<file path="src/hw/rtl/c2p_pkg.sv">
// Shared constants, types and the arctangent table for the cartesian-to-polar converter.
package c2p_pkg;

  // Coordinate and result width
  localparam int COORD_W = 8;

  // Integer square root of 4*(x*x+y*y): operand fits in 18 bits, nine digits
  localparam int SQ_W       = 18;
  localparam int SQRT_STEPS = 9;

  // Widest table resolution: atan(2^-i) in units of 2^-24 angle steps
  localparam int TAB_FRAC = 24;
  localparam int TAB_LEN  = 24;
  localparam int TAB_W    = 32;

  localparam logic [TAB_W-1:0] ATAN_TAB [TAB_LEN] = '{
    32'h20000000, 32'h12E4051E, 32'h09FB385B, 32'h051111D4, 32'h028B0D43, 32'h0145D7E1,
    32'h00A2F61E, 32'h00517C55, 32'h0028BE53, 32'h00145F2F, 32'h000A2F98, 32'h000517CC,
    32'h00028BE6, 32'h000145F3, 32'h0000A2FA, 32'h0000517D, 32'h000028BE, 32'h0000145F,
    32'h00000A30, 32'h00000518, 32'h0000028C, 32'h00000146, 32'h000000A3, 32'h00000051
  };

  // Quadrant and special-case flags that ride along the pipeline
  typedef struct packed {
    logic x_neg;
    logic y_neg;
    logic ax_zero;
    logic ay_zero;
  } c2p_flags_t;

  // Square root working state: remainder and partial root
  typedef struct packed {
    logic [SQ_W-1:0] rem;
    logic [SQ_W-1:0] root;
  } c2p_sqrt_t;

endpackage

</file>
<file path="src/hw/rtl/c2p_cell.sv">
// One pipeline cell: a vectoring CORDIC rotation plus, in the leading cells, one square root digit.
module c2p_cell
  import c2p_pkg::*;
#(
  parameter int STAGE      = 0,
  parameter int GUARD_BITS = 16,
  parameter int VEC_W      = 27,
  parameter int ANG_W      = 25
) (
  input  logic                    clk_i,
  input  logic                    rst_ni,
  input  logic                    en_i,
  input  logic                    valid_i,
  input  c2p_flags_t              flags_i,
  input  c2p_sqrt_t               sqrt_i,
  input  logic signed [VEC_W-1:0] vx_i,
  input  logic signed [VEC_W-1:0] vy_i,
  input  logic signed [ANG_W-1:0] z_i,
  output logic                    valid_o,
  output c2p_flags_t              flags_o,
  output c2p_sqrt_t               sqrt_o,
  output logic signed [VEC_W-1:0] vx_o,
  output logic signed [VEC_W-1:0] vy_o,
  output logic signed [ANG_W-1:0] z_o
);

  // Table entry brought to 2^-GUARD_BITS steps, round half up
  localparam int SH      = TAB_FRAC - GUARD_BITS;
  localparam int RND_POS = (SH > 0) ? SH - 1 : 0;
  localparam logic [TAB_W:0] TAB_RAW = {1'b0, ATAN_TAB[STAGE]};
  localparam logic [TAB_W:0] TAB_RND =
      (SH > 0) ? ((TAB_RAW + ((TAB_W+1)'(1) << RND_POS)) >> SH) : TAB_RAW;
  localparam logic signed [ANG_W-1:0] STEP = ANG_W'(TAB_RND);

  logic                    valid_q;
  c2p_flags_t              flags_q;
  c2p_sqrt_t               sqrt_q, sqrt_d;
  logic signed [VEC_W-1:0] vx_q, vx_d, vy_q, vy_d;
  logic signed [ANG_W-1:0] z_q, z_d;
  logic signed [VEC_W-1:0] sh_x, sh_y;

  // Rotation toward the x axis
  assign sh_x = vx_i >>> STAGE;
  assign sh_y = vy_i >>> STAGE;

  always_comb begin
    if (!vy_i[VEC_W-1]) begin
      vx_d = vx_i + sh_y;
      vy_d = vy_i - sh_x;
      z_d  = z_i + STEP;
    end else begin
      vx_d = vx_i - sh_y;
      vy_d = vy_i + sh_x;
      z_d  = z_i - STEP;
    end
  end

  // Square root digit, only in the leading cells
  generate
    if (STAGE < SQRT_STEPS) begin : g_sqrt
      localparam logic [SQ_W-1:0] BIT = SQ_W'(1) << (2 * (SQRT_STEPS - 1 - STAGE));
      logic [SQ_W-1:0] trial;
      assign trial = sqrt_i.root + BIT;
      always_comb begin
        if (sqrt_i.rem >= trial) begin
          sqrt_d.rem  = sqrt_i.rem - trial;
          sqrt_d.root = (sqrt_i.root >> 1) + BIT;
        end else begin
          sqrt_d.rem  = sqrt_i.rem;
          sqrt_d.root = sqrt_i.root >> 1;
        end
      end
    end else begin : g_pass
      assign sqrt_d = sqrt_i;
    end
  endgenerate

  // Stage valid
  always_ff @(posedge clk_i or negedge rst_ni) begin
    if (!rst_ni) begin
      valid_q <= 1'b0;
    end else if (en_i) begin
      valid_q <= valid_i;
    end
  end

  // Stage payload
  always_ff @(posedge clk_i) begin
    if (en_i) begin
      flags_q <= flags_i;
      sqrt_q  <= sqrt_d;
      vx_q    <= vx_d;
      vy_q    <= vy_d;
      z_q     <= z_d;
    end
  end

  assign valid_o = valid_q;
  assign flags_o = flags_q;
  assign sqrt_o  = sqrt_q;
  assign vx_o    = vx_q;
  assign vy_o    = vy_q;
  assign z_o     = z_q;

endmodule

</file>
<file path="config.mk">
export PLATFORM = sky130hd
export DESIGN_NAME = c2p_cell
export DESIGN_NICKNAME = d
export VERILOG_FILES = /design/src/hw/rtl/c2p_pkg.sv /design/src/hw/rtl/c2p_cell.sv
export SDC_FILE = /design/constraint.sdc
export NUM_CORES = 1
export LEC_CHECK = 0
export ABC_AREA = 1
export ABC_CLOCK_PERIOD_IN_PS = 2300
export CORE_AREA = 2 2 240 124
export DETAILED_ROUTE_END_ITERATION = 7
export DIE_AREA = 0 0 242 126
export DONT_BUFFER_PORTS = 1
export GPL_TIMING_DRIVEN = 0
export HOLD_SLACK_MARGIN = 0.02
export PLACE_DENSITY_LB_ADDON = 0.15
export SLEW_MARGIN = 20
export SYNTH_ARGS = -nofsm -noshare
export SYNTH_HDL_FRONTEND = slang
export SYNTH_SLANG_ARGS = --single-unit
export TNS_END_PERCENT = 20
</file>
<file path="constraint.sdc">
create_clock -name clk_i -period 2.3 [get_ports clk_i]
set_clock_uncertainty 0.15 [all_clocks]
set_input_delay 0.46 -clock clk_i [delete_from_list [all_inputs] [get_ports clk_i]]
set_output_delay 0.46 -clock clk_i [all_outputs]
set_load 0.02 [all_outputs]
</file>
==> flow_summary.toml, run 1 <==
[outcome]
outcome = "finished clean"

[setup_path]
crit_type = "in2reg"
worstRegToRegCells = 2
worst_setup_path_end_kind = "register"
worstPathRequired_ns = 2.35
start_kind = "input pin"
path_max_fanout = 10
crit_arrival_ns = 2.34

[yosys]
syn_inst = 1597
synth_edf_count = 118
async_flop_share_pct = 0.8403
syn_area_um2 = 10910
synth_seq_area_share_pct = 32.71
ys_types = 41
avgSynthCellArea_um2 = 6.832
synth_fp_nets = 1823
ys.warnings.count = 0
ys_seq_elements = 119
synth_top_flop_cell = "edfxtp_1"

[placement]
io_buffers = 0
placedCellCount = 1988
gp_congestion = 0.9934
place_hpwl_um = 34700
placed_area_um2 = 11430

[hold_path]
min_path_type = "in2reg"
whs_path_depth = 1

[sta]
grt_setup_unrepaired = "yes"
timing.slew.headroom_pct = 26.79
finalSetupViolCount = 0
hold_viol = 0
drv_slew = 0
fmax_mhz = 436.6
tightestPinTransition_ns = 1.098
period_share_pct = 99.58
whs_ns = 0.06379
min_period_ns = 2.290

[power_and_ir_drop]
p_leak_nw = 6.372
powerDensity_nw_per_um2 = 664.8
p_int_mw = 5.168
vdd_drop_max_v = 0.0005353
switchingPower_mw = 3.370
seqPwrFrac_pct = 37.3
pwr-share-comb_pct = 29.1
swShare_pct = 39.47
fin_total_pwr_mw = 8.538
power_frac_clock_pct = 33.6

[detailed_routing]
drc = 0
drtIter0Drc = 1407
routedWlPerCell_um = 20.92
ant_nets = 0
num_vias = 11050
drtPass1Iterations = 7
viasPerCell = 5.319
totalWireLength_um = 43450

[layout]
final-seq-area_um2 = 3568
syn_to_final_growth_pct = 17.72
final_area_um2 = 12840
final_nets = 1898
layout.cells.non_filler = 2077
multi_input_area_um2 = 6295
drive_gt1_share_pct = 8.724
nFillCells = 2988

[floorplan]
core_region_area_um2 = 28410
start_util_pct = 38.41
io_pins = 243
die-area_um2 = 30490
die_h_um = 126
fp-row-count = 44
die_w_um = 242

[clocking]
cts_buffer_depth = 2
clkLatencyLatePin_ns = 0.44
path_clk_slew_ns = 0.06
cts.sinks = 119
htree_levels = 4
cts_made_buffers = 17
cts.root.buffer_cell = "clkbuf_16"
cts_tree = "done"

[global_route]
grt_pass1_vias = 9856
antenna_found_initial = 0
grt_pass1_wl_um = 62590
grt_max_degree = 120
globalRouteOverflowTotal = 0
grtUsageTotal_pct = 27.99

[job]
maxCapViolations = 0
kinds of logic (layout without fill, tap and decap cells):
logic type | Yosys count | after routing | synth area share (%)
and+or+nand+nor | 852 | 852 | 32.55
buffers and inverters | 319 | 407 | 11.54
AOI/OAI and AO/OA | 175 | 175 | 8.704
DFF | 119 | 119 | 32.71
adders and majority gates | 103 | 103 | 12.16
xor gates and xnor gates | 28 | 28 | 2.248
muxes | 1 | 1 | 0.1032
other | 0 | 1 | 0
final cells by class:
cell class	count	area share (%)
diodes	1	0.01948
flip-flops and latches	119	27.78
plain buffers	39	1.734
well taps	391	3.809
clock buffers	17	3.312
multi-input cells	1159	49.01
repair buffers	56	4.579
inverters	280	8.329
clock inverters	15	1.422
stage by stage:
step	setup WS (ns)	setup TNS, ns	util (%)
floorplan	0.01820	0	-
global placement	-0.5398	-24.06	40.25
detailed placement	-0.5723	-24.11	40.25
CTS	0.009398	0	43.99
global route	-0.02869	-0.03401	45.20
finish	0.009662	0	45.21
power groups by stage:
stage	registers, mW	clock network [mW]	logic (mW)
after detailed placement	3.24	0	2.15
after CTS	3.19	2.92	2.23
after floorplan	3.18	0	1.49
after global routing	3.20	3.03	2.72
after global placement	3.24	0	2.14
final	3.19	2.87	2.49
cell usage after synthesis (3+ instances only):
library cell / n / area (µm²)
buf_4: 3 / 22.52
a21oi_1: 86 / 430.4
nand4_1: 28 / 175.2
o21bai_1: 17 / 127.6
fa_1: 5 / 100.1
edfxtp_1: 118 / 3543
nand3_1: 160 / 800.8
o22ai_1: 4 / 25.02
nor2_2: 3 / 18.77
nand2_1: 518 / 1944
nor3_1: 7 / 35.03
a31oi_1: 5 / 31.28
inv_1: 279 / 1047
buf_2: 22 / 110.1
o21ai_0: 52 / 260.3
buf_1: 3 / 11.26
xnor2_1: 6 / 52.55
ha_1: 98 / 1226
nand3b_1: 4 / 30.03
nor2_1: 117 / 439.2
xor2_1: 22 / 192.7
nand2_2: 6 / 37.54
clkbuf_1: 8 / 30.03
buf_6: 3 / 33.78
o21ai_1: 4 / 20.02
per-layer routing:
layer	track usage, %	routed length [µm]	part of all wire [%]	vias up
met5	0	0	0	-
met4	5.955	637	1.5	0
met3	11.34	5975	14	44
met2	33.10	14940	34	624
met1	44.90	21890	50	5113
li1	-	-	-	5266
sequential cells by signal, summed over array words and instances (netlist names):
| signal | count |
|---|---|
| valid_o | 1 |
| flags_o | 4 |
| vx_o | 26 |
| z_o | 25 |
| vy_o | 27 |
| sqrt_o | 36 |
final timing paths:
kind                                     start                  end  slack (ns)
setup / recovery                      vy_i[26]    z_o[23]$_DFFE_PP_        0.01
hold / removal                         z_i[21]    z_o[21]$_DFFE_PP_        0.06
setup reg to reg           valid_o$_DFFE_PN0P_  valid_o$_DFFE_PN0P_        0.75
hold reg to reg            valid_o$_DFFE_PN0P_  valid_o$_DFFE_PN0P_        1.05
max in group asynchronous               rst_ni  valid_o$_DFFE_PN0P_        1.83
min in group asynchronous               rst_ni  valid_o$_DFFE_PN0P_        0.07
what timing repair did:
item                                   4_1_cts  5_1_grt
gates resized for setup                      7       70
buffers inserted                             0        8
endpoints found under the hold margin      114       50
hold buffers                                44        4
setup endpoints to repair                   17       38
gates cloned                                 0        0
pin swaps                                    0        2
critical path, stage by stage:
cell,delay (ns)
buf_2,0.29
clkinv_1,0.35
clkbuf_1,0.50
fa_1,0.58
xnor2_1,0.14
placed cells by master, fill, tap and decap left out, types with 3 or more instances in the layout:
cell / count
ha_1: 95
xor2_1: 22
nor2_1: 107
a31oi_1: 5
o22ai_1: 4
buf_6: 3
clkbuf_16: 17
a21oi_2: 14
inv_6: 4
nor2_2: 12
buf_4: 11
o21ai_0: 40
buf_2: 16
nand2_2: 17
nand3b_1: 4
clkinv_4: 4
buf_1: 3
nor3_1: 6
inv_1: 270
inv_8: 4
nand4_1: 28
clkbuf_4: 6
xnor2_1: 6
clkinvlp_4: 6
o21bai_1: 17
nand2_1: 504
nand3_1: 158
clkbuf_1: 8
edfxtp_1: 118
buf_12: 3
dlygate4sd3_1: 44
o21ai_2: 5
a21oi_1: 71
o21ai_1: 12
fa_1: 4
inv_2: 4
nand2_4: 4
No activity file was read; power rests on OpenSTA's default activity.
==> run 2: changes to the inputs <==
--- a/config.mk
+++ b/config.mk
@@ -14,6 +14,7 @@
 export GPL_TIMING_DRIVEN = 0
 export HOLD_SLACK_MARGIN = 0.02
 export PLACE_DENSITY_LB_ADDON = 0.15
+export REMOVE_ABC_BUFFERS = 1
 export SLEW_MARGIN = 20
 export SYNTH_ARGS = -nofsm -noshare
 export SYNTH_HDL_FRONTEND = slang
==> flow_summary.toml, run 2 (synthesis gave the netlist of run 1 again) <==
[layout]
final_cell_mix = "nand2_1 (517), inv_1 (274), nand3_1 (159), edfxtp_1 (118), nor2_1 (113)"
largest_reg_flops = 36
drive_gt1_share_pct = 5.728
diodes = 0
syn_to_final_growth_pct = 14.39
nFillCells = 2970
final_util_pct = 43.94
final-seq-area_um2 = 3568
multi_input_area_um2 = 6217
layout_commonest_cell = "nand2_1"
final_nets = 1854

[detailed_routing]
ant_nets = 0
num_vias = 10590
routedWlPerCell_um = 19.19
totalWireLength_um = 38990
drtPass1Iterations = 7
drtIter0Drc = 1081
viasPerCell = 5.213
drc = 0

[setup_path]
start_kind = "input pin"
crit_arrival_ns = 2.29
crit_type = "in2reg"
path_max_fanout = 4
worst_setup_path_end_kind = "register"
worstPathRequired_ns = 2.33

[sta]
timing.slew.headroom_pct = 42.98
drv_slew = 0
hold_viol = 0
tns_ns = 0
period_share_pct = 98.09
min_period_ns = 2.256
tightestPinTransition_ns = 0.8524
fmax_mhz = 443.2
finalSetupViolCount = 0
grt_setup_unrepaired = "yes"

[hold_path]
min_path_type = "in2reg"

[power_and_ir_drop]
switchingPower_mw = 3.118
power_frac_clock_pct = 33.6
vdd_drop_max_v = 0.0005357
seqPwrFrac_pct = 38.8
powerDensity_nw_per_um2 = 658.3
p_leak_nw = 6.179
pwr-share-comb_pct = 27.6
p_int_mw = 5.098
swShare_pct = 37.95

[clocking]
cts.root.buffer_cell = "clkbuf_16"
cts_buffer_depth = 2
htree_levels = 4
cts.sinks = 119
path_clk_slew_ns = 0.07
cts_made_buffers = 17
clkLatencyLatePin_ns = 0.44
cts_tree = "done"

[global_route]
met3_usage_pct = 7.225
grt_pass1_wl_um = 57380
met2_usage_pct = 30.21
grt_max_degree = 120
grtUsageTotal_pct = 25.17
grt_pass1_vias = 9448
busiest_layer = "met1"
grtUsageMet1_pct = 41.74
globalRouteOverflowTotal = 0
antenna_found_initial = 0

[floorplan]
die-area_um2 = 30490
die_h_um = 126
fp-row-count = 44
core_region_area_um2 = 28410
die_w_um = 242
io_pins = 243
start_util_pct = 38.41

[job]
maxCapViolations = 0

[placement]
place_hpwl_um = 30660
io_buffers = 0
gp_congestion = 0.9637

[outcome]
outcome = "finished clean"
## run 2: final timing paths
kind                       cells past startpoint           startpoint                  end  slack, ns
setup / recovery                              13              vx_i[0]   vx_o[18]$_DFFE_PP_       0.04
hold / removal                                 2             vy_i[26]   vy_o[16]$_DFFE_PP_       0.05
setup reg to reg                               2  valid_o$_DFFE_PN0P_  valid_o$_DFFE_PN0P_       0.73
hold reg to reg                                2  valid_o$_DFFE_PN0P_  valid_o$_DFFE_PN0P_       1.07
max in group asynchronous                      1               rst_ni  valid_o$_DFFE_PN0P_       1.82
min in group asynchronous                      1               rst_ni  valid_o$_DFFE_PN0P_       0.08
## run 2: worst max-delay path, cell delays in order
cell and delay, ns:
inv_1 0.02, ha_1 0.23, fa_1 0.46, inv_1 0.18
nand2_1 0.07, nand3_1 0.23, nand2_1 0.09, nand2_1 0.16
nand2_1 0.09, nand2_1 0.07, nand2_1 0.05, nand3_1 0.08
nand2_1 0.11
## run 2: timing repair
action	4_1_cts	5_1_grt
setup endpoints to repair	36	54
gates resized for setup	10	42
pin swaps	2	1
hold buffers	44	4
setup buffers	2	0
endpoints found under the hold margin	151	48
## run 2: layer usage
metal,up-vias,share of wire (%)
li1,5179,-
met1,4944,54
met2,437,35
met3,33,9.7
met4,0,1.3
met5,-,0
## run 2: power groups by stage
| stage | Combinational, mW | Clock, mW | Sequential [mW] |
|---|---|---|---|
| floorplan | 1.43 | 0 | 3.18 |
| global placement | 1.99 | 0 | 3.24 |
| detailed placement | 2.00 | 0 | 3.23 |
| CTS | 2.09 | 2.86 | 3.20 |
| global route | 2.51 | 2.94 | 3.21 |
| finish | 2.26 | 2.76 | 3.19 |
## run 2: per-stage QoR
step / std cells / hold slack, ns / power (mW) / setup WS (ns) / area, µm²
2_1_floorplan: 1558 / 0.01441 / 4.611 / -0.2036 / 10700
3_3_place_gp: 1949 / 0.01444 / 5.232 / -1.082 / 11190
3_5_place_dp: 1950 / 0.01444 / 5.235 / -0.8610 / 11210
4_1_cts: 2028 / -0.05141 / 8.148 / 0.001296 / 12300
5_1_grt: 2032 / 0.04874 / 8.665 / -0.02092 / 12480
6_report: 2032 / 0.05484 / 8.216 / 0.04390 / 12480
## run 2: area by class of cell
cell class | count | area share [%]
Sequential cell | 119 | 28.59
Multi-Input combinational cell | 1159 | 49.81
Inverter | 280 | 8.431
Clock inverter | 14 | 1.313
Clock buffer | 18 | 3.439
Tap cell | 391 | 3.920
Timing Repair Buffer | 51 | 4.491
